`config.mk`:
```
export PLATFORM = sky130hd
export DESIGN_NAME = sd_card_init_sequencer_top
export DESIGN_NICKNAME = d
export VERILOG_FILES = /design/src/sdinit_pkg.sv /design/src/sd_card_init_sequencer_top.sv
export SDC_FILE = /design/constraint.sdc
export NUM_CORES = 1
export LEC_CHECK = 0
export ABC_AREA = 1
export BUFFER_PORTS_ARGS = -buffer_cell sky130_fd_sc_hd__clkbuf_2
export CAP_MARGIN = 0
export CORE_ASPECT_RATIO = 0.9
export CORE_UTILIZATION = 41
export CTS_BUF_LIST = sky130_fd_sc_hd__clkbuf_16
export DETAILED_ROUTE_END_ITERATION = 8
export GPL_TIMING_DRIVEN = 0
export PLACE_DENSITY = 0.61
export SYNTH_ARGS = -nofsm -noshare
export SYNTH_HDL_FRONTEND = slang
export SYNTH_SLANG_ARGS = --single-unit
```
`constraint.sdc`:
```
create_clock -name clk -period 9.3 [get_ports clk]
set_input_delay 2.325 -clock clk [delete_from_list [all_inputs] [get_ports clk]]
set_output_delay 2.325 -clock clk [all_outputs]
set_load 0.005 [all_outputs]
```
`src/sdinit_pkg.sv`:
```
// Types and constants for the SD card bring-up sequencer.
// Used by sd_card_init_sequencer_top and its testbench; no other dependencies.
`timescale 1ns / 1ps

package sdinit_pkg;

  typedef enum logic [3:0] {
    PH_IDLE   = 4'd0,
    PH_CMD0   = 4'd1,
    PH_CMD8   = 4'd2,
    PH_CMD55  = 4'd3,
    PH_ACMD41 = 4'd4,
    PH_CMD58  = 4'd5,
    PH_CMD2   = 4'd6,
    PH_CMD3   = 4'd7,
    PH_CMD10  = 4'd8,
    PH_CMD9   = 4'd9,
    PH_CMD7   = 4'd10,
    PH_CMD16  = 4'd11
  } phase_t;

  // Operation codes of an input transaction
  localparam logic OP_START = 1'b0;
  localparam logic OP_DONE  = 1'b1;

  // Error codes
  localparam logic [3:0] ERR_OK       = 4'd0;
  localparam logic [3:0] ERR_IFCOND   = 4'd1;
  localparam logic [3:0] ERR_NOTSD    = 4'd2;
  localparam logic [3:0] ERR_APPCMD   = 4'd3;
  localparam logic [3:0] ERR_OPCOND   = 4'd4;
  localparam logic [3:0] ERR_TIMEOUT  = 4'd5;
  localparam logic [3:0] ERR_CSD      = 4'd6;
  localparam logic [3:0] ERR_SELECT   = 4'd7;
  localparam logic [3:0] ERR_BLOCKLEN = 4'd8;

  // Command indexes
  localparam logic [5:0] CMD_GO_IDLE   = 6'd0;
  localparam logic [5:0] CMD_ALL_CID   = 6'd2;
  localparam logic [5:0] CMD_SEND_RCA  = 6'd3;
  localparam logic [5:0] CMD_SELECT    = 6'd7;
  localparam logic [5:0] CMD_IF_COND   = 6'd8;
  localparam logic [5:0] CMD_GET_CSD   = 6'd9;
  localparam logic [5:0] CMD_GET_CID   = 6'd10;
  localparam logic [5:0] CMD_BLOCKLEN  = 6'd16;
  localparam logic [5:0] CMD_OP_COND   = 6'd41;
  localparam logic [5:0] CMD_APP       = 6'd55;
  localparam logic [5:0] CMD_READ_OCR  = 6'd58;

  // Response format codes
  localparam logic [2:0] FMT_R1 = 3'd1;
  localparam logic [2:0] FMT_R2 = 3'd2;
  localparam logic [2:0] FMT_R3 = 3'd3;
  localparam logic [2:0] FMT_R6 = 3'd6;

  localparam logic [31:0] ARG_IF_COND   = 32'h0000_01aa;
  localparam logic [7:0]  IF_COND_ECHO  = 8'haa;
  localparam logic [31:0] APP_CMD_RESP  = 32'h0000_0120;
  localparam logic [23:0] VOLT_MASK     = 24'hff8000;
  localparam logic [31:0] OCR_HCS       = 32'h4000_0000;
  localparam logic [15:0] RETRY_RESET   = 16'd1000;
  localparam logic [15:0] BLKARG_RESET  = 16'd512;

  // Register indexes on the configuration port
  localparam logic REG_RETRY_LIMIT = 1'b0;
  localparam logic REG_BLOCK_ARG   = 1'b1;

  typedef struct packed {
    logic        operation;
    logic        crc_error;
    logic [15:0] fifo_word0;
    logic [15:0] fifo_word1;
    logic [15:0] fifo_word2;
    logic [15:0] fifo_word3;
    logic [15:0] fifo_word4;
    logic [15:0] fifo_word5;
    logic [15:0] fifo_word6;
    logic [15:0] fifo_word7;
  } in_item_t;

  typedef struct packed {
    logic        issue_command;
    logic [5:0]  cmd_code;
    logic [31:0] cmd_arg;
    logic [2:0]  resp_type;
    logic        finished;
    logic [3:0]  error_code;
    logic [15:0] rca;
    logic [23:0] voltage_window;
    logic        high_capacity;
    logic [1:0]  csd_version;
    logic [15:0] blk_bytes;
    logic [36:0] card_capacity;
  } out_item_t;

endpackage

```
`src/sd_card_init_sequencer_top.sv`:
```
// SD card bring-up sequencer: command sequence, response checks, CSD decode.
// Depends on sdinit_pkg for the phase enum, codes and transaction structs.
`timescale 1ns / 1ps

// Each input transaction (start, or command done with its response halfwords)
// yields exactly one result transaction carrying the next command or the end
// status (neither for a completion while idle), plus the current card data. An
// item is registered in the input register on accept, decoded combinationally
// and moved to the result register when that is free or being taken; a new
// item can be taken every cycle while results are taken. While a result waits
// for out_ready the input register holds one more item and then the input
// stalls. Write the two configuration registers (retry limit at 0x0, CMD16
// argument at 0x4) only while no transaction is in flight.
module sd_card_init_sequencer_top
  import sdinit_pkg::*;
(
  input  logic        clk,
  input  logic        rst,
  input  logic        in_valid,
  output logic        in_ready,
  input  in_item_t    in_item,
  output logic        out_valid,
  input  logic        out_ready,
  output out_item_t   out_item,
  input  logic        psel,
  input  logic        penable,
  input  logic        pwrite,
  input  logic [2:0]  paddr,
  input  logic [31:0] pwdata,
  output logic [31:0] prdata,
  output logic        pready
);

  // Configuration registers
  logic [15:0] retry_limit;
  logic [15:0] block_length_arg;

  // Card state
  phase_t      phase, phase_next;
  logic [15:0] retry_count, retry_count_next;
  logic [23:0] voltages, voltages_next;
  logic [15:0] card_address, card_address_next;
  logic        capacity_flag, capacity_flag_next;
  logic [1:0]  csd_ver, csd_ver_next;
  logic [15:0] block_length, block_length_next;
  logic [36:0] capacity, capacity_next;

  // Input stage
  in_item_t    item;
  logic        item_valid;
  logic        xfer;
  out_item_t   res_next;

  assign pready = 1'b1;
  assign prdata = (paddr[2] == REG_BLOCK_ARG) ? {16'd0, block_length_arg}
                                              : {16'd0, retry_limit};

  assign xfer     = item_valid && (!out_valid || out_ready);
  assign in_ready = !item_valid || xfer;

  // Response decode
  logic [31:0]  resp;
  logic [127:0] csd_raw, csd;
  logic [3:0]   bl_hi, bl_exp;
  logic [2:0]   mult;
  logic [12:0]  csize0_p1;
  logic [22:0]  csize1_p1;
  logic [4:0]   shamt;
  logic [36:0]  cap_v0, cap_v1;
  logic         ifcond_bad, notsd_bad, ocr_ok, card_ready, csd_bad, high_bits_set;
  logic [15:0]  retry_inc;

  always_comb begin
    resp    = {item.fifo_word0[7:0], item.fifo_word1, item.fifo_word2[7:0]};
    csd_raw = {item.fifo_word0, item.fifo_word1, item.fifo_word2, item.fifo_word3,
               item.fifo_word4, item.fifo_word5, item.fifo_word6, item.fifo_word7};
    // Long response arrives rotated by one byte
    csd     = {csd_raw[119:0], csd_raw[127:120]};
    bl_hi   = csd[83:80];
    bl_exp  = (bl_hi < 4'd9) ? csd[25:22] : bl_hi;
    mult    = csd[49:47];
    csize0_p1 = {1'b0, csd[73:62]} + 13'd1;
    csize1_p1 = {1'b0, csd[69:48]} + 23'd1;
    shamt   = 5'(bl_exp) + 5'(mult) + 5'd2;
    cap_v0  = {24'd0, csize0_p1} << shamt;
    cap_v1  = {4'd0, csize1_p1, 10'd0};
    ifcond_bad    = item.crc_error || (resp[31:12] != 20'd0);
    notsd_bad     = resp[7:0] != IF_COND_ECHO;
    ocr_ok        = (resp[23:0] & VOLT_MASK) == VOLT_MASK;
    card_ready    = resp[31];
    csd_bad       = csd[127];
    high_bits_set = resp[31:16] != 16'd0;
    retry_inc     = retry_count + 16'd1;
  end

  // Next phase
  always_comb begin
    phase_next = phase;
    if (item.operation == OP_START) begin
      phase_next = PH_CMD0;
    end else begin
      unique case (phase)
        PH_CMD0:   phase_next = PH_CMD8;
        PH_CMD8: begin
          if (ifcond_bad || notsd_bad || retry_limit == 16'd0) phase_next = PH_IDLE;
          else phase_next = PH_CMD55;
        end
        PH_CMD55:  phase_next = (resp != APP_CMD_RESP) ? PH_IDLE : PH_ACMD41;
        PH_ACMD41: begin
          priority if (!ocr_ok) phase_next = PH_IDLE;
          else if (card_ready) phase_next = PH_CMD58;
          else if (retry_inc >= retry_limit) phase_next = PH_IDLE;
          else phase_next = PH_CMD55;
        end
        PH_CMD58:  phase_next = PH_CMD2;
        PH_CMD2:   phase_next = PH_CMD3;
        PH_CMD3:   phase_next = PH_CMD10;
        PH_CMD10:  phase_next = PH_CMD9;
        PH_CMD9:   phase_next = csd_bad ? PH_IDLE : PH_CMD7;
        PH_CMD7:   phase_next = high_bits_set ? PH_IDLE : PH_CMD16;
        default:   phase_next = PH_IDLE;
      endcase
    end
  end

  // Command, status and card state
  always_comb begin
    res_next           = '0;
    retry_count_next   = retry_count;
    voltages_next      = voltages;
    card_address_next  = card_address;
    capacity_flag_next = capacity_flag;
    csd_ver_next       = csd_ver;
    block_length_next  = block_length;
    capacity_next      = capacity;
    if (item.operation == OP_START) begin
      retry_count_next   = '0;
      voltages_next      = '0;
      card_address_next  = '0;
      capacity_flag_next = 1'b0;
      csd_ver_next       = '0;
      block_length_next  = '0;
      capacity_next      = '0;
      res_next.issue_command = 1'b1;
      res_next.cmd_code      = CMD_GO_IDLE;
      res_next.resp_type     = FMT_R1;
    end else begin
      unique case (phase)
        PH_CMD0: begin
          res_next.issue_command = 1'b1;
          res_next.cmd_code      = CMD_IF_COND;
          res_next.resp_type     = FMT_R1;
          res_next.cmd_arg       = ARG_IF_COND;
        end
        PH_CMD8: begin
          priority if (ifcond_bad) begin
            res_next.finished   = 1'b1;
            res_next.error_code = ERR_IFCOND;
          end else if (notsd_bad) begin
            res_next.finished   = 1'b1;
            res_next.error_code = ERR_NOTSD;
          end else begin
            voltages_next    = resp[8] ? VOLT_MASK : 24'd0;
            retry_count_next = '0;
            if (retry_limit == 16'd0) begin
              res_next.finished   = 1'b1;
              res_next.error_code = ERR_TIMEOUT;
            end else begin
              res_next.issue_command = 1'b1;
              res_next.cmd_code      = CMD_APP;
              res_next.resp_type     = FMT_R1;
            end
          end
        end
        PH_CMD55: begin
          if (resp != APP_CMD_RESP) begin
            res_next.finished   = 1'b1;
            res_next.error_code = ERR_APPCMD;
          end else begin
            res_next.issue_command = 1'b1;
            res_next.cmd_code      = CMD_OP_COND;
            res_next.resp_type     = FMT_R3;
            res_next.cmd_arg       = OCR_HCS | {8'd0, voltages};
          end
        end
        PH_ACMD41: begin
          priority if (!ocr_ok) begin
            res_next.finished   = 1'b1;
            res_next.error_code = ERR_OPCOND;
          end else if (card_ready) begin
            res_next.issue_command = 1'b1;
            res_next.cmd_code      = CMD_READ_OCR;
            res_next.resp_type     = FMT_R3;
          end else begin
            retry_count_next = retry_inc;
            if (retry_inc >= retry_limit) begin
              res_next.finished   = 1'b1;
              res_next.error_code = ERR_TIMEOUT;
            end else begin
              res_next.issue_command = 1'b1;
              res_next.cmd_code      = CMD_APP;
              res_next.resp_type     = FMT_R1;
            end
          end
        end
        PH_CMD58: begin
          voltages_next      = resp[23:0] & VOLT_MASK;
          capacity_flag_next = resp[30];
          res_next.issue_command = 1'b1;
          res_next.cmd_code      = CMD_ALL_CID;
          res_next.resp_type     = FMT_R2;
        end
        PH_CMD2: begin
          res_next.issue_command = 1'b1;
          res_next.cmd_code      = CMD_SEND_RCA;
          res_next.resp_type     = FMT_R6;
        end
        PH_CMD3: begin
          card_address_next      = resp[31:16];
          res_next.issue_command = 1'b1;
          res_next.cmd_code      = CMD_GET_CID;
          res_next.resp_type     = FMT_R2;
          res_next.cmd_arg       = {resp[31:16], 16'd0};
        end
        PH_CMD10: begin
          res_next.issue_command = 1'b1;
          res_next.cmd_code      = CMD_GET_CSD;
          res_next.resp_type     = FMT_R2;
          res_next.cmd_arg       = {card_address, 16'd0};
        end
        PH_CMD9: begin
          csd_ver_next = csd[127:126];
          if (csd_bad) begin
            res_next.finished   = 1'b1;
            res_next.error_code = ERR_CSD;
          end else begin
            block_length_next = 16'd1 << bl_exp;
            capacity_next     = csd[126] ? cap_v1 : cap_v0;
            res_next.issue_command = 1'b1;
            res_next.cmd_code      = CMD_SELECT;
            res_next.resp_type     = FMT_R1;
            res_next.cmd_arg       = {card_address, 16'd0};
          end
        end
        PH_CMD7: begin
          if (high_bits_set) begin
            res_next.finished   = 1'b1;
            res_next.error_code = ERR_SELECT;
          end else begin
            res_next.issue_command = 1'b1;
            res_next.cmd_code      = CMD_BLOCKLEN;
            res_next.resp_type     = FMT_R1;
            res_next.cmd_arg       = {16'd0, block_length_arg};
          end
        end
        PH_CMD16: begin
          res_next.finished   = 1'b1;
          res_next.error_code = high_bits_set ? ERR_BLOCKLEN : ERR_OK;
        end
        default: begin
          // Completion while idle: the result carries no command and no status
        end
      endcase
    end
    res_next.rca            = card_address_next;
    res_next.voltage_window = voltages_next;
    res_next.high_capacity  = capacity_flag_next;
    res_next.csd_version    = csd_ver_next;
    res_next.blk_bytes      = block_length_next;
    res_next.card_capacity  = capacity_next;
  end

  always_ff @(posedge clk) begin
    if (rst) begin
      retry_limit      <= RETRY_RESET;
      block_length_arg <= BLKARG_RESET;
    end else if (psel && penable && pwrite) begin
      if (paddr[2] == REG_BLOCK_ARG) block_length_arg <= pwdata[15:0];
      else retry_limit <= pwdata[15:0];
    end
  end

  always_ff @(posedge clk) begin
    if (rst) begin
      item_valid    <= 1'b0;
      out_valid     <= 1'b0;
      phase         <= PH_IDLE;
      retry_count   <= '0;
      voltages      <= '0;
      card_address  <= '0;
      capacity_flag <= 1'b0;
      csd_ver       <= '0;
      block_length  <= '0;
      capacity      <= '0;
    end else begin
      if (in_valid && in_ready) begin
        item_valid <= 1'b1;
      end else if (xfer) begin
        item_valid <= 1'b0;
      end
      if (xfer) begin
        out_valid     <= 1'b1;
        phase         <= phase_next;
        retry_count   <= retry_count_next;
        voltages      <= voltages_next;
        card_address  <= card_address_next;
        capacity_flag <= capacity_flag_next;
        csd_ver       <= csd_ver_next;
        block_length  <= block_length_next;
        capacity      <= capacity_next;
      end else if (out_ready) begin
        out_valid <= 1'b0;
      end
    end
  end

  // Payload registers: load on transaction, hold otherwise
  always_ff @(posedge clk) begin
    if (in_valid && in_ready) item <= in_item;
    if (xfer) out_item <= res_next;
  end

  a_end_goes_idle: assert property (@(posedge clk) disable iff (rst)
    (xfer && res_next.finished) |=> (phase == PH_IDLE))
    else $error("phase not idle after a finishing result");

  a_fin_no_issue: assert property (@(posedge clk) disable iff (rst)
    out_valid |-> !(out_item.finished && out_item.issue_command))
    else $error("result both issues a command and finishes");

  a_err_needs_fin: assert property (@(posedge clk) disable iff (rst)
    (out_valid && out_item.error_code != ERR_OK) |-> out_item.finished)
    else $error("error code without finish");

  a_ready_when_empty: assert property (@(posedge clk) disable iff (rst)
    !out_valid |-> in_ready)
    else $error("input stalled with empty result register");

endmodule

```
==> flow_metrics.tcl <==
set metrics [dict create \
    total_die_area_um2 43600 \
    setup-tns-final_ns 0 \
    max-clock-path-buffers 3 \
    gp_congestion 0.932 \
    skew_ns 0.0259 \
    grt_remaining_overflow 0 \
    ys.warnings.count 0 \
    flow.area_growth_from_synthesis_pct 19.5 \
    power_density_nw_per_um2 187 \
    met3_usage_pct 4.85 \
    post_synth_instance_area_um2 17500 \
    dp.cells 2921 \
    port-buffer-count 252 \
    timing.critical_path.to_type "output pin" \
    ctsHtreeMaxLevel 2 \
    clk-insertion-delay-late_ns 0.58 \
    seq_area_frac_synth_pct 53.4 \
    synth-async-reset-ratio_pct 0 \
    worstPathRequired_ns 6.98 \
    die_height_um 198 \
    grt_pass1_vias 14300 \
    timing.hold.worst.class "reg -> reg" \
    fin_crit_sh_pct 60.3 \
    antenna_found_initial 1 \
    timing.critical_path.slowest_stage_cell "sky130_fd_sc_hd__clkbuf_1" \
    root_buffer "sky130_fd_sc_hd__clkbuf_16" \
    grt_use_met1_pct 39.0 \
    groute.usage.overall_pct 26.0 \
    hold_ws_ns 0.465 \
    max_freq_mhz 178 \
    timing_hold_violations_final 0 \
    routed_wire_length_per_instance_um 19.0 \
    syn_avg_cell_area_um2 8.34 \
    critPathArrivalTime_ns 3.29 \
    synth_top_flop_cell "sky130_fd_sc_hd__edfxtp_1" \
    use_met2_pct 37.4 \
    post_cts_resized 0 \
    placementRows 71 \
    period_minus_slack_ns 5.61 \
    tritoncts_num_sinks 362 \
    vias_per_cell 5.20 \
    drtAntennaViolNets 0 \
    cpMostUsedCell "sky130_fd_sc_hd__clkbuf_1" \
    hold_buffer_count_at_cts 0 \
    unrepaired_setup_endpoints_after_global_routing "no" \
    vdd_drop_max_mv 0.150 \
    die_width_um 220 \
    grt_max_degree 56 \
    synth.top_cell.area_share_pct 36.3 \
    postRouteWirelength_mm 56.9 \
    timing_worst_slew_pin_value_ns 0.987 \
    cts_setup_buffers 0 \
    dr.pass1.iters 7 \
    fill_cell_instance_count_of_the_final_layout 4054 \
    boundaryPins 350 \
    worstPathCellList "clkbuf_1, clkbuf_1, nand2_1, o21ai_0, clkbuf_2" \
    design.final.nets 2614 \
    yosysUniqueCellTypes 53 \
    cp_max_fo 10 \
    cts_inserted_buffers 40 \
    synthesis.instances 2104 \
    slew_violations 0 \
    routed-via-count 15600 \
    power.leakage_nw 9.40 \
    violations "DRC" \
    tritoncts "yes" \
    grt_pass1_wl_mm 85.0 \
    clkTransAtPathRegs_ns 0.06 \
    most-common-layout-cells "sky130_fd_sc_hd__nand2_1, sky130_fd_sc_hd__inv_1, sky130_fd_sc_hd__clkbuf_2" \
    timing.critical_path.from_type "input pin" \
    core-area_um2 42000 \
    timing.critical_path.slowest_cell_delay_ns 0.33 \
    place_hpwl_mm 43.8 \
    floorplan.initialDensity_pct 41.7 \
    outcome "finished with violations" \
    postSynthRegisterBits 362 \
    busiest_layer "met1" \
    mostFrequentLayoutCell "sky130_fd_sc_hd__nand2_1" \
    yosys-top-cells-area "sky130_fd_sc_hd__edfxtp_1, sky130_fd_sc_hd__dfxtp_1, sky130_fd_sc_hd__nand2_1" \
    final_layout_size_suffix_gt1_share_pct 17.0 \
    drt_iter0_drc 1432 \
    slew_headroom_pct 34.2 \
    number_of_design_rule_violations_left_after_detail_routing 30 \
    dpl_worst_slack_ns 3.67 \
    finalSetupViolCount 0 \
    synth_edf_count 212 \
    netlist.top_cell.by_area "sky130_fd_sc_hd__edfxtp_1" \
    fin_cells 2996 \
    crit_type "in -> out" \
    layout_setup_ws_ns 3.69 \
    max-cap-violations 0 \
    multi_input_comb_area_um2 6630 \
    ff_latch_area_um2 9370 \
]
critical path, delay by kind of cell:
family	cells	cell delay, ns
AO/OA/AOI/OAI	1	0.13
AND/OR/NAND/NOR	1	0.11
buffers and inverters	3	0.71
logic make-up after synthesis:
group	after synthesis	synth area share, %
AOI/OAI and AO/OA	414	12.7
xor gates and xnor gates	17	0.849
adders and majority gates	26	1.90
buffers and inverters	398	9.10
DFF	362	53.4
muxes	1	0.0571
other	2	0.0428
and+or+nand+nor	884	21.9
layout make-up:
type / count / area share [%]
timing repair buffer: 255 / 6.41
buffer: 110 / 2.44
clock inverter: 32 / 1.43
tap: 547 / 3.27
sequential: 362 / 44.7
inverter: 288 / 5.20
multi-input combinational: 1359 / 31.6
antenna: 2 / 0.0239
clock buffer: 41 / 4.89
per-stage QoR:
step / area, um^2 / utilization, % / power, mW
finish: 21000 / 49.9 / 3.91
global route: 21000 / 49.9 / 4.06
CTS: 21000 / 49.9 / 3.93
detailed placement: 19600 / 46.7 / 2.34
global placement: 19500 / 46.5 / 2.34
floorplan: 17600 / - / 2.13
synth_stat cells, types with 16 or more instances:
| library cell | n |
|---|---|
| sky130_fd_sc_hd__edfxtp_1 | 212 |
| sky130_fd_sc_hd__inv_1 | 268 |
| sky130_fd_sc_hd__ha_1 | 25 |
| sky130_fd_sc_hd__o21ai_0 | 157 |
| sky130_fd_sc_hd__buf_1 | 16 |
| sky130_fd_sc_hd__nand4_1 | 21 |
| sky130_fd_sc_hd__a21oi_1 | 174 |
| sky130_fd_sc_hd__dfxtp_1 | 150 |
| sky130_fd_sc_hd__nand3_1 | 167 |
| sky130_fd_sc_hd__buf_4 | 18 |
| sky130_fd_sc_hd__o22ai_1 | 25 |
| sky130_fd_sc_hd__nand2_1 | 472 |
| sky130_fd_sc_hd__clkbuf_1 | 62 |
| sky130_fd_sc_hd__nor2_1 | 164 |
where the power goes:
group	internal, mW	switching, mW
Combinational	0.148	0.358
Sequential	1.77	0.0441
Clock	0.921	0.674
layer usage:
| layer | vias up | wire, um |
|---|---|---|
| li1 | 7573 | - |
| met1 | 7283 | 26500 |
| met2 | 627 | 23900 |
| met3 | 82 | 5040 |
| met4 | 0 | 1500 |
| met5 | - | 0 |
sequential cells by signal, indices dropped and copies added (netlist names):
register	count
out_item	143
csd	62
capacity	37
voltages	24
block_length	16
block_length_arg	16
card_address	16
retry_count	16
retry_limit	16
bl_hi	4
phase	4
csd_ver	2
item	2
capacity_flag	1
card_ready	1
item_valid	1
out_valid	1
path summary, 6_finish.rpt:
check,start,end,slack [ns],depth (start not counted)
setup / recovery,paddr[2],prdata[5],3.69,5
hold / removal,card_address[13],card_address[13],0.47,2
setup reg to reg,bl_hi[3],out_item[18],4.98,18
hold reg to reg,card_address[13],card_address[13],0.47,2
(Power assumes the default switching activity.)
